**src/design/pbef_pkg.sv**
```systemverilog
// ----------------------------------------------------------------------------
// pbef_pkg: shared types and constants for the polygon blocking edge finder
// Field widths, command and status codes, and the command queue entry.
// ----------------------------------------------------------------------------
`default_nettype none
package pbef_pkg;
	localparam int MAX_VERTICES = 16;
	localparam int IW = $clog2(MAX_VERTICES);
	localparam int CW = $clog2(MAX_VERTICES + 1);
	localparam int W = 16;
	localparam int DW = W + 1;
	localparam int MW = 2 * DW;
	localparam int PW = MW + 1;
	localparam int MBW = 36;
	localparam int ACCW = 104;
	localparam int QDEPTH = 2;

	localparam logic [1:0] OP_CLEAR = 2'd0;
	localparam logic [1:0] OP_APPEND = 2'd1;
	localparam logic [1:0] OP_QUERY = 2'd2;
	localparam logic [1:0] OP_UNUSED = 2'd3;

	localparam logic [1:0] ST_FOUND = 2'd0;
	localparam logic [1:0] ST_NO_FWD = 2'd1;
	localparam logic [1:0] ST_EMPTY = 2'd2;

	typedef enum logic [1:0] {
		CMD_CLEAR = 2'd0,
		CMD_APPEND = 2'd1,
		CMD_QUERY = 2'd2
	} cmd_kind_t;

	typedef struct packed {
		cmd_kind_t kind;
		logic signed [W-1:0] vx;
		logic signed [W-1:0] vy;
		logic signed [DW-1:0] dx;
		logic signed [DW-1:0] dy;
		logic signed [W-1:0] tcx;
		logic signed [W-1:0] tcy;
	} cmd_t;
endpackage
`default_nettype wire

```
**src/design/polygon_blocking_edge_finder_top.sv**
```systemverilog
// ----------------------------------------------------------------------------
// polygon_blocking_edge_finder_top: polygon contact best edge selection
// Stores a polygon and reports the vertex and neighbour of the blocking edge.
// ----------------------------------------------------------------------------
// Usage. A transaction is accepted at a rising edge where start is high and
// busy is low. op selects clear, append vertex or query; other codes are
// ignored. Only a query produces a result, shown for exactly one cycle with
// done high; the receiver cannot stall, so results are never held.
// A front stage decodes the transaction, forms the query direction and puts
// it in a two-entry command queue; busy is high only while that queue is
// full. The back stage owns the vertex store and executes commands in order.
// Clear and append pass through the queue and are then executed by the back
// stage. A query scans the projection of every stored vertex, then forms the
// wide edge products bit-serially; with a zero-length edge the products are
// skipped. The projection scan goes through the single store read port and
// the shared 17 x 17 multiplier. A query on an empty polygon is answered
// without a scan, with status empty.
// Reset clears the vertex count and the queue; the store needs no clearing.
// ----------------------------------------------------------------------------
`default_nettype none
module polygon_blocking_edge_finder_top (
	input wire logic clk,
	input wire logic arst_n,
	input wire logic start,
	output logic busy,
	input wire logic [1:0] op,
	input wire logic signed [15:0] vertex_x,
	input wire logic signed [15:0] vertex_y,
	input wire logic colliding,
	input wire logic signed [15:0] mtd_x,
	input wire logic signed [15:0] mtd_y,
	input wire logic signed [15:0] source_cx,
	input wire logic signed [15:0] source_cy,
	input wire logic signed [15:0] target_cx,
	input wire logic signed [15:0] target_cy,
	output logic done,
	output logic [1:0] status,
	output logic [3:0] first_index,
	output logic signed [15:0] first_x,
	output logic signed [15:0] first_y,
	output logic signed [15:0] second_x,
	output logic signed [15:0] second_y
);
	logic q_valid;
	logic q_pop;
	pbef_pkg::cmd_t q_cmd;

	// Front: decode and queue.
	pbef_front u_front (
		.clk(clk), .arst_n(arst_n), .start(start), .busy(busy), .op(op),
		.vertex_x(vertex_x), .vertex_y(vertex_y), .colliding(colliding),
		.mtd_x(mtd_x), .mtd_y(mtd_y), .source_cx(source_cx), .source_cy(source_cy),
		.target_cx(target_cx), .target_cy(target_cy),
		.q_valid(q_valid), .q_cmd(q_cmd), .q_pop(q_pop)
	);

	// Back: store, scan and edge choice.
	pbef_back u_back (
		.clk(clk), .arst_n(arst_n), .q_valid(q_valid), .q_cmd(q_cmd), .q_pop(q_pop),
		.done(done), .status(status), .first_index(first_index),
		.first_x(first_x), .first_y(first_y), .second_x(second_x), .second_y(second_y)
	);

	// Every result carries one of the defined status codes.
	a_status_code: assert property (@(posedge clk) disable iff (!arst_n)
		done |-> (status == pbef_pkg::ST_FOUND || status == pbef_pkg::ST_NO_FWD
		|| status == pbef_pkg::ST_EMPTY))
		else $error("result with an undefined status code");

	// An empty polygon reports all-zero vertex fields.
	a_empty_zero: assert property (@(posedge clk) disable iff (!arst_n)
		(done && status == pbef_pkg::ST_EMPTY) |->
		(first_index == 4'd0 && first_x == 16'sd0 && second_y == 16'sd0))
		else $error("empty polygon result carries vertex data");

	// The queue is never popped when empty.
	a_pop_valid: assert property (@(posedge clk) disable iff (!arst_n) q_pop |-> q_valid)
		else $error("command queue popped while empty");
endmodule
`default_nettype wire

```
**src/design/pbef_front.sv**
```systemverilog
// ----------------------------------------------------------------------------
// pbef_front: command decode and queue
// Accepts items, forms the query direction and queues commands for the back.
// ----------------------------------------------------------------------------
`default_nettype none
module pbef_front (
	input wire logic clk,
	input wire logic arst_n,
	input wire logic start,
	output logic busy,
	input wire logic [1:0] op,
	input wire logic signed [15:0] vertex_x,
	input wire logic signed [15:0] vertex_y,
	input wire logic colliding,
	input wire logic signed [15:0] mtd_x,
	input wire logic signed [15:0] mtd_y,
	input wire logic signed [15:0] source_cx,
	input wire logic signed [15:0] source_cy,
	input wire logic signed [15:0] target_cx,
	input wire logic signed [15:0] target_cy,
	output logic q_valid,
	output pbef_pkg::cmd_t q_cmd,
	input wire logic q_pop
);
	pbef_pkg::cmd_t entry_q [pbef_pkg::QDEPTH];
	logic wptr_q, rptr_q;
	logic [1:0] cnt_q;
	logic push;
	pbef_pkg::cmd_t cmd_c;

	assign busy = (cnt_q == 2'(pbef_pkg::QDEPTH));
	assign q_valid = (cnt_q != 2'd0);
	assign q_cmd = entry_q[rptr_q];

	// Unused op codes are dropped here and never reach the queue.
	assign push = start && !busy && (op == pbef_pkg::OP_CLEAR || op == pbef_pkg::OP_APPEND
		|| op == pbef_pkg::OP_QUERY);

	always_comb begin
		cmd_c.kind = pbef_pkg::CMD_CLEAR;
		unique case (op)
			pbef_pkg::OP_APPEND: cmd_c.kind = pbef_pkg::CMD_APPEND;
			pbef_pkg::OP_QUERY: cmd_c.kind = pbef_pkg::CMD_QUERY;
			default: cmd_c.kind = pbef_pkg::CMD_CLEAR;
		endcase
		cmd_c.vx = vertex_x;
		cmd_c.vy = vertex_y;
		if (colliding) begin
			cmd_c.dx = {mtd_x[15], mtd_x};
			cmd_c.dy = {mtd_y[15], mtd_y};
		end else begin
			cmd_c.dx = {source_cx[15], source_cx} - {target_cx[15], target_cx};
			cmd_c.dy = {source_cy[15], source_cy} - {target_cy[15], target_cy};
		end
		cmd_c.tcx = target_cx;
		cmd_c.tcy = target_cy;
	end

	always_ff @(posedge clk) begin
		if (push) begin
			entry_q[wptr_q] <= cmd_c;
		end
	end

	always_ff @(posedge clk or negedge arst_n) begin
		if (!arst_n) begin
			wptr_q <= 1'b0;
			rptr_q <= 1'b0;
			cnt_q <= 2'd0;
		end else begin
			if (push) begin
				wptr_q <= ~wptr_q;
			end
			if (q_pop) begin
				rptr_q <= ~rptr_q;
			end
			cnt_q <= cnt_q + 2'(push) - 2'(q_pop);
		end
	end
endmodule
`default_nettype wire

```
**src/design/pbef_back.sv**
```systemverilog
// ----------------------------------------------------------------------------
// pbef_back: vertex store and query sequencer
// Holds the polygon, scans projections and selects the blocking edge.
// ----------------------------------------------------------------------------
`default_nettype none
module pbef_back (
	input wire logic clk,
	input wire logic arst_n,
	input wire logic q_valid,
	input wire pbef_pkg::cmd_t q_cmd,
	output logic q_pop,
	output logic done,
	output logic [1:0] status,
	output logic [3:0] first_index,
	output logic signed [15:0] first_x,
	output logic signed [15:0] first_y,
	output logic signed [15:0] second_x,
	output logic signed [15:0] second_y
);
	typedef enum logic [11:0] {
		S_IDLE = 12'b000000000001,
		S_SC_RD = 12'b000000000010,
		S_SC_M1 = 12'b000000000100,
		S_SC_M2 = 12'b000000001000,
		S_F_RD = 12'b000000010000,
		S_N_RD = 12'b000000100000,
		S_P_RD = 12'b000001000000,
		S_P_LD = 12'b000010000000,
		S_EDGE = 12'b000100000000,
		S_DEC = 12'b001000000000,
		S_SQ = 12'b010000000000,
		S_SEC = 12'b100000000000
	} state_t;

	localparam int W = pbef_pkg::W;
	localparam int DW = pbef_pkg::DW;
	localparam int PW = pbef_pkg::PW;
	localparam int IW = pbef_pkg::IW;
	localparam int CW = pbef_pkg::CW;
	localparam int ACCW = pbef_pkg::ACCW;
	localparam int MBW = pbef_pkg::MBW;

	state_t state_q;
	logic out_q;
	logic [2*W-1:0] mem [pbef_pkg::MAX_VERTICES];
	logic [2*W-1:0] rd_q;
	logic [IW-1:0] addr_c;
	logic [CW-1:0] count_q;
	logic [IW-1:0] i_q, first_q, nxt_q, prv_q;
	logic signed [DW-1:0] dx_q, dy_q;
	logic signed [W-1:0] tcx_q, tcy_q;
	logic signed [PW-1:0] best_q;
	logic [1:0] st_q;
	logic signed [W-1:0] fx_q, fy_q, nx_q, ny_q, px_q, py_q;
	logic signed [DW-1:0] enx_q, eny_q, epx_q, epy_q;
	logic [2:0] k_q;
	logic signed [2*DW-1:0] t_q;
	logic [MBW-1:0] dn_q, dp_q, en2_q, ep2_q;
	logic [ACCW-1:0] acc_q, mcand_q, lhs_q, acc_n;
	logic [MBW-1:0] mplier_q;
	logic [5:0] cnt_q;
	logic [1:0] ph_q;
	logic tn_q;
	logic signed [DW-1:0] ma, mb;
	logic signed [2*DW-1:0] prod;
	logic signed [PW-1:0] sum;
	logic signed [W-1:0] rx, ry;

	assign rx = rd_q[2*W-1:W];
	assign ry = rd_q[W-1:0];
	assign q_pop = (state_q == S_IDLE) && q_valid;
	assign done = out_q;

	always_comb begin
		priority case (1'b1)
			(state_q == S_F_RD): addr_c = first_q;
			(state_q == S_N_RD): addr_c = nxt_q;
			(state_q == S_P_RD): addr_c = prv_q;
			default: addr_c = i_q;
		endcase
	end

	// One shared 17 x 17 multiplier; the edge phase steps its operands by k.
	always_comb begin
		ma = dx_q;
		mb = {rx[W-1], rx} - {tcx_q[W-1], tcx_q};
		if (state_q == S_SC_M2) begin
			ma = dy_q;
			mb = {ry[W-1], ry} - {tcy_q[W-1], tcy_q};
		end else if (state_q == S_EDGE) begin
			unique case (k_q)
				3'd0: begin ma = dx_q; mb = enx_q; end
				3'd1: begin ma = dy_q; mb = eny_q; end
				3'd2: begin ma = dx_q; mb = epx_q; end
				3'd3: begin ma = dy_q; mb = epy_q; end
				3'd4: begin ma = enx_q; mb = enx_q; end
				3'd5: begin ma = eny_q; mb = eny_q; end
				3'd6: begin ma = epx_q; mb = epx_q; end
				default: begin ma = epy_q; mb = epy_q; end
			endcase
		end
		prod = ma * mb;
		sum = {t_q[2*DW-1], t_q} + {prod[2*DW-1], prod};
		acc_n = {acc_q[ACCW-2:0], 1'b0} + (mplier_q[MBW-1] ? mcand_q : '0);
	end

	always_ff @(posedge clk) begin
		rd_q <= mem[addr_c];
		if (state_q == S_IDLE && q_valid && q_cmd.kind == pbef_pkg::CMD_APPEND
			&& count_q < CW'(pbef_pkg::MAX_VERTICES)) begin
			mem[count_q[IW-1:0]] <= {q_cmd.vx, q_cmd.vy};
		end
	end

	always_ff @(posedge clk) begin
		unique case (state_q)
			S_IDLE: begin
				dx_q <= q_cmd.dx;
				dy_q <= q_cmd.dy;
				tcx_q <= q_cmd.tcx;
				tcy_q <= q_cmd.tcy;
			end
			S_SC_M1: t_q <= prod;
			S_F_RD: begin
				nxt_q <= (CW'(first_q) + 1'b1 == count_q) ? '0 : first_q + 1'b1;
				prv_q <= (first_q == '0) ? IW'(count_q - 1'b1) : first_q - 1'b1;
			end
			S_N_RD: begin fx_q <= rx; fy_q <= ry; end
			S_P_RD: begin nx_q <= rx; ny_q <= ry; end
			S_P_LD: begin
				// The previous vertex is on the read port now; keep it for the result.
				px_q <= rx;
				py_q <= ry;
				enx_q <= {nx_q[W-1], nx_q} - {fx_q[W-1], fx_q};
				eny_q <= {ny_q[W-1], ny_q} - {fy_q[W-1], fy_q};
				epx_q <= {rx[W-1], rx} - {fx_q[W-1], fx_q};
				epy_q <= {ry[W-1], ry} - {fy_q[W-1], fy_q};
			end
			S_EDGE: begin
				if (!k_q[0]) begin
					t_q <= prod;
				end else begin
					unique case (k_q[2:1])
						2'd0: dn_q <= sum[PW-1] ? MBW'(-sum) : MBW'(sum);
						2'd1: dp_q <= sum[PW-1] ? MBW'(-sum) : MBW'(sum);
						2'd2: en2_q <= MBW'(sum);
						default: ep2_q <= MBW'(sum);
					endcase
				end
			end
			S_DEC: begin
				acc_q <= '0;
				mcand_q <= ACCW'(dn_q);
				mplier_q <= dn_q;
			end
			S_SQ: begin
				if (cnt_q == 6'(MBW - 1)) begin
					acc_q <= '0;
					unique case (ph_q)
						2'd0: begin mcand_q <= acc_n; mplier_q <= ep2_q; end
						2'd1: begin
							lhs_q <= acc_n;
							mcand_q <= ACCW'(dp_q);
							mplier_q <= dp_q;
						end
						2'd2: begin mcand_q <= acc_n; mplier_q <= en2_q; end
						default: ;
					endcase
				end else begin
					acc_q <= acc_n;
					mplier_q <= {mplier_q[MBW-2:0], 1'b0};
				end
			end
			default: ;
		endcase
	end

	always_ff @(posedge clk or negedge arst_n) begin
		if (!arst_n) begin
			state_q <= S_IDLE;
			count_q <= '0;
			out_q <= 1'b0;
			i_q <= '0;
			first_q <= '0;
			best_q <= '0;
			st_q <= pbef_pkg::ST_EMPTY;
			k_q <= '0;
			cnt_q <= '0;
			ph_q <= '0;
			tn_q <= 1'b0;
			status <= pbef_pkg::ST_EMPTY;
			first_index <= '0;
			first_x <= '0;
			first_y <= '0;
			second_x <= '0;
			second_y <= '0;
		end else begin
			// A result leaves either from the last sequencer step or at once
			// for a query on an empty polygon.
			out_q <= (state_q == S_SEC) || (state_q == S_IDLE && q_valid
				&& q_cmd.kind == pbef_pkg::CMD_QUERY && count_q == '0);
			unique case (state_q)
				S_IDLE: begin
					if (q_valid) begin
						unique case (q_cmd.kind)
							pbef_pkg::CMD_CLEAR: count_q <= '0;
							pbef_pkg::CMD_APPEND: begin
								if (count_q < CW'(pbef_pkg::MAX_VERTICES)) begin
									count_q <= count_q + 1'b1;
								end
							end
							default: begin
								if (count_q == '0) begin
									status <= pbef_pkg::ST_EMPTY;
									first_index <= '0;
									first_x <= '0;
									first_y <= '0;
									second_x <= '0;
									second_y <= '0;
								end else begin
									i_q <= '0;
									first_q <= '0;
									best_q <= '0;
									st_q <= pbef_pkg::ST_NO_FWD;
									state_q <= S_SC_RD;
								end
							end
						endcase
					end
				end
				S_SC_RD: state_q <= S_SC_M1;
				S_SC_M1: state_q <= S_SC_M2;
				S_SC_M2: begin
					// Strictly larger keeps the first of equal maxima.
					if (sum > best_q) begin
						best_q <= sum;
						first_q <= i_q;
						st_q <= pbef_pkg::ST_FOUND;
					end
					if (CW'(i_q) + 1'b1 == count_q) begin
						state_q <= S_F_RD;
					end else begin
						i_q <= i_q + 1'b1;
						state_q <= S_SC_RD;
					end
				end
				S_F_RD: state_q <= S_N_RD;
				S_N_RD: state_q <= S_P_RD;
				S_P_RD: state_q <= S_P_LD;
				S_P_LD: begin
					k_q <= '0;
					state_q <= S_EDGE;
				end
				S_EDGE: begin
					k_q <= k_q + 1'b1;
					if (k_q == 3'd7) begin
						state_q <= S_DEC;
					end
				end
				S_DEC: begin
					cnt_q <= '0;
					ph_q <= '0;
					if (en2_q == '0) begin
						tn_q <= (ep2_q != '0) && (dp_q != '0);
						state_q <= S_SEC;
					end else if (ep2_q == '0) begin
						tn_q <= 1'b0;
						state_q <= S_SEC;
					end else begin
						state_q <= S_SQ;
					end
				end
				S_SQ: begin
					if (cnt_q == 6'(MBW - 1)) begin
						cnt_q <= '0;
						ph_q <= ph_q + 1'b1;
						if (ph_q == 2'd3) begin
							tn_q <= (lhs_q < acc_n) && (acc_n != '0);
							state_q <= S_SEC;
						end
					end else begin
						cnt_q <= cnt_q + 1'b1;
					end
				end
				default: begin
					// Both neighbours are held in registers; the result follows.
					status <= st_q;
					first_index <= 4'(first_q);
					first_x <= fx_q;
					first_y <= fy_q;
					second_x <= tn_q ? nx_q : px_q;
					second_y <= tn_q ? ny_q : py_q;
					state_q <= S_IDLE;
				end
			endcase
		end
	end
endmodule
`default_nettype wire
```
**config.mk**
```make
export PLATFORM = sky130hd
export DESIGN_NAME = polygon_blocking_edge_finder_top
export DESIGN_NICKNAME = d
export VERILOG_FILES = /design/src/design/pbef_pkg.sv /design/src/design/polygon_blocking_edge_finder_top.sv /design/src/design/pbef_front.sv /design/src/design/pbef_back.sv
export SDC_FILE = /design/constraint.sdc
export NUM_CORES = 2
export LEC_CHECK = 0
export BUFFER_PORTS_ARGS = -buffer_cell sky130_fd_sc_hd__buf_2
export CORE_MARGIN = 2
export CORE_UTILIZATION = 45
export CTS_CLUSTER_SIZE = 20
export DETAILED_ROUTE_END_ITERATION = 10
export SLEW_MARGIN = 10
export SYNTH_ARGS = -nofsm -noshare
export SYNTH_HDL_FRONTEND = slang
export SYNTH_HIERARCHICAL = 1
export SYNTH_SLANG_ARGS = --single-unit
```
**constraint.sdc**
```tcl
create_clock -name clk -period 15.2 [get_ports clk]
set_clock_uncertainty 0.2 [all_clocks]
set_input_delay 2.28 -clock clk [delete_from_list [all_inputs] [get_ports clk]]
set_output_delay 2.28 -clock clk [all_outputs]
set_load 0.01 [all_outputs]
```
==> impl_metrics.py <==
metrics = {
    "critical_path": {
        "critical_path.slowest_cell": "fa_1",
        "worstRegToRegCells": 55,
        "cp.arrival_ns": 14.93,
        "cp_top_family": "compound AO/OA/AOI/OAI gates",
        "cpMostUsedCell": "o21ai_0",
        "critPathKind": "reg2reg",
        "startpoint_type": "flip-flop",
        "crit_buf_inv": 7,
        "cp_max_fo": 14,
        "worst_path_largest_cell_delay_ns": 0.55,
        "cp.required_ns": 15.70,
        "end_kind": "flip-flop",
        "cp.depth": 55,
    },
    "synthesis": {
        "synth_area_leader_cell": "edfxtp_1",
        "ys.flop_type": "edfxtp_1",
        "async_reset_ff_share_pct": 9.01,
        "synth-seq-cells": 1654,
        "synth-edff-count": 1473,
        "synth.top_cell.area_share_pct": 47.3,
        "synthCells": 8395,
        "syn_area_per_cell_um2": 11.1,
        "synth_warnings": 6,
        "synth_xor_xnor_area_share_pct": 2.19,
        "synth_compound_area_share_pct": 12.8,
        "synth_fa_ha_area_share_pct": 13.4,
        "synthTopCellsByArea": "edfxtp_1, ha_1, fa_1",
        "synth.area.mux_share_pct": 2.22,
        "synth_cell_type_count": 113,
        "synth_top_family_by_area": "adder cells",
        "yosysSeqAreaShare_pct": 52.0,
        "syn-cell-area_um2": 93400,
        "synthSimpleGateAreaFrac_pct": 12.7,
    },
    "sta": {
        "clock.fmax_mhz": 69.3,
        "max_slew_margin_pct": 19.7,
        "setup_viol": 0,
        "final_hold_viol_count": 0,
        "fin_hold_ws_ns": 0.283,
        "final.period_utilization_pct": 95.0,
        "worst_pin_slew_ns": 1.17,
        "rsz0062_at_grt": "false",
        "slew_violations": 0,
        "finalCriticalPeriod_ns": 14.43,
        "tns_ns": 0,
    },
    "route": {
        "dr_wl_met2_um": 125000,
        "firstDrtPassIters": 10,
        "wl_per_cell_um": 23.3,
        "viasPerCell": 5.73,
        "route.detailed.drc": 0,
        "wl_met1_um": 118000,
        "drtIter0Drc": 6060,
        "num_vias": 65400,
        "wl_met3_um": 14500,
        "drt_wl_total_um": 265000,
        "top_layer": "met4",
        "ant_nets": 0,
    },
    "placed_design": {
        "hpwl_um": 186000,
        "place_congestion": 0.913,
        "port_buffers": 205,
    },
    "layout": {
        "drive_gt1_share_pct": 9.20,
        "num-nets-final": 9495,
        "synthToLayoutAreaGrowth_pct": 10.8,
    },
    "worst_hold_path": {
        "worstHoldPathType": "reg2reg",
        "holdPathStages": 2,
    },
    "clocking": {
        "cts_tree": "done",
        "clockBufferDepth": 3,
        "clk_latency_ns": 0.85,
        "cts_inserted_buffers": 177,
        "cts_hold_buf": 0,
        "root_buffer": "clkbuf_16",
        "cts_sinks": 1654,
        "clk_pin_slew_ns": 0.06,
        "cts-htree-levels": 4,
    },
    "global_route": {
        "grt_max_degree": 191,
        "antenna_found_initial": 3,
        "grt_first_pass_wirelength_um": 402000,
        "grt_usage_pct": 24.9,
        "grt_pass1_vias": 64700,
        "overflow": 0,
    },
    "floorplanning": {
        "fp.coreArea_um2": 207000,
        "start_util_pct": 45.2,
        "pin_count": 206,
        "dieWidth_um": 460,
        "rows": 167,
        "die_area_um2": 211000,
        "die_y_um": 460,
    },
    "flow_run": {
        "max_cap_viol_count": 0,
    },
    "status": {
        "status": "completed",
    },
}
[worst reg2reg max path: cells and delay by family (launching register included)]
family / cells / cell delay [ns]
compound gates: 25 / 5.65
mux: 1 / 0.34
buf+inv: 7 / 0.85
simple gates: 10 / 1.63
xor+xnor: 2 / 0.72
fa+ha+maj: 10 / 4.50
flops: 1 / 0.39
[cell usage after synthesis, types with 55 or more instances]
| library cell | number |
|---|---|
| edfxtp_1 | 1473 |
| nand2_1 | 943 |
| inv_1 | 773 |
| nor2_1 | 657 |
| ha_1 | 513 |
| a21oi_1 | 411 |
| o21ai_0 | 358 |
| clkbuf_1 | 307 |
| fa_1 | 307 |
| and2_1 | 281 |
| a211oi_1 | 203 |
| a21o_1 | 160 |
| xnor2_1 | 154 |
| dfrtp_1 | 146 |
| a31oi_1 | 139 |
| mux2_2 | 107 |
| nand4_1 | 101 |
| nor3_1 | 92 |
| mux2i_1 | 87 |
| nand3_1 | 86 |
| nor2b_1 | 81 |
| xor2_1 | 74 |
| a311oi_1 | 73 |
| nand2b_1 | 66 |
| o211ai_1 | 61 |
| a22oi_1 | 55 |
[layer usage]
metal	GRT usage [%]	up-vias
met5	0	-
met4	7.81	0
met3	2.77	336
met2	40.7	1987
met1	34.8	32600
li1	-	30400
[logic make-up (layout without fill, tap and decap cells)]
| kind of cell | Yosys count | in the layout |
|---|---|---|
| compound gates | 1819 | 1819 |
| xor+xnor | 231 | 231 |
| fa+ha+maj | 820 | 820 |
| buf+inv | 1131 | 1428 |
| flops | 1654 | 1654 |
| mux | 194 | 194 |
| other cells | 1 | 3 |
| simple gates | 2545 | 2545 |
[cell usage in the layout (no fill, tap or decap), drive strengths merged, types with 204 or more instances in the layout]
| cell type | count |
|---|---|
| o21ai | 387 |
| a21oi | 415 |
| fa | 307 |
| a211oi | 204 |
| ha | 513 |
| clkbuf | 232 |
| inv | 775 |
| nor2 | 657 |
| nand2 | 944 |
| and2 | 292 |
| edfxtp | 1473 |
| buf | 320 |
[cell type report]
type / count / area [µm²]
fill: 18300 / 103000
sequential: 1654 / 48600
antenna: 1 / 2.50
inverter: 776 / 2920
multi-input combinational: 5611 / 40800
clock buffer: 231 / 4810
tap: 2704 / 3380
clock inverter: 100 / 1090
timing repair buffer: 321 / 1980
[flip-flops by register name, summed over array words and instances, names as in the netlist, 17 cells and up]
| register | flops |
|---|---|
| u_back/dn_q | 36 |
| u_back/ep2_q | 35 |
| u_back/rd_q | 32 |
| u_back/mem | 512 |
| u_back/epy_q | 17 |
| u_back/t_q | 34 |
| u_back/eny_q | 17 |
| u_back/mcand_q | 104 |
| u_back/best_q | 35 |
| u_front/entry_q | 200 |
| u_back/acc_q | 103 |
| u_back/enx_q | 17 |
| u_back/dp_q | 36 |
| u_back/lhs_q | 104 |
| u_back/mplier_q | 36 |
| u_back/en2_q | 35 |
| u_back/dy_q | 17 |
| u_back/epx_q | 17 |
| u_back/dx_q | 17 |
[repair_timing]
action | in CTS | in global routing
endpoints found under the setup margin | 0 | 35
resized for setup | 0 | 1
buffers inserted | 0 | 4
[through the flow]
stage	cells	cell area, µm²	util (%)	worst slack, ns
after global placement	11100	97600	47.2	1.04
after detailed placement	11100	97600	47.2	0.756
after CTS	11400	104000	50.1	0.657
after global routing	11400	104000	50.1	0.0127
after floorplan	8396	93400	-	2.31
final	11400	104000	50.1	0.767
[path summary, 6_finish.rpt]
check	startpoint	to	slack (ns)
worst min-delay path	u_back/first_y[12]	u_back/first_y[12]	0.28
worst min register to register	u_back/first_y[12]	u_back/first_y[12]	0.28
worst max register to register	u_back/tcy_q[1]	u_back/best_q[26]	0.77
min in group asynchronous	arst_n	u_back/first_y[15]	1.16
worst max-delay path	u_back/tcy_q[1]	u_back/best_q[26]	0.77
max in group asynchronous	arst_n	u_back/best_q[14]	11.67
Power is not shown: default switching activity piles up to over one toggle a cycle in this logic, so the estimate is an artifact.
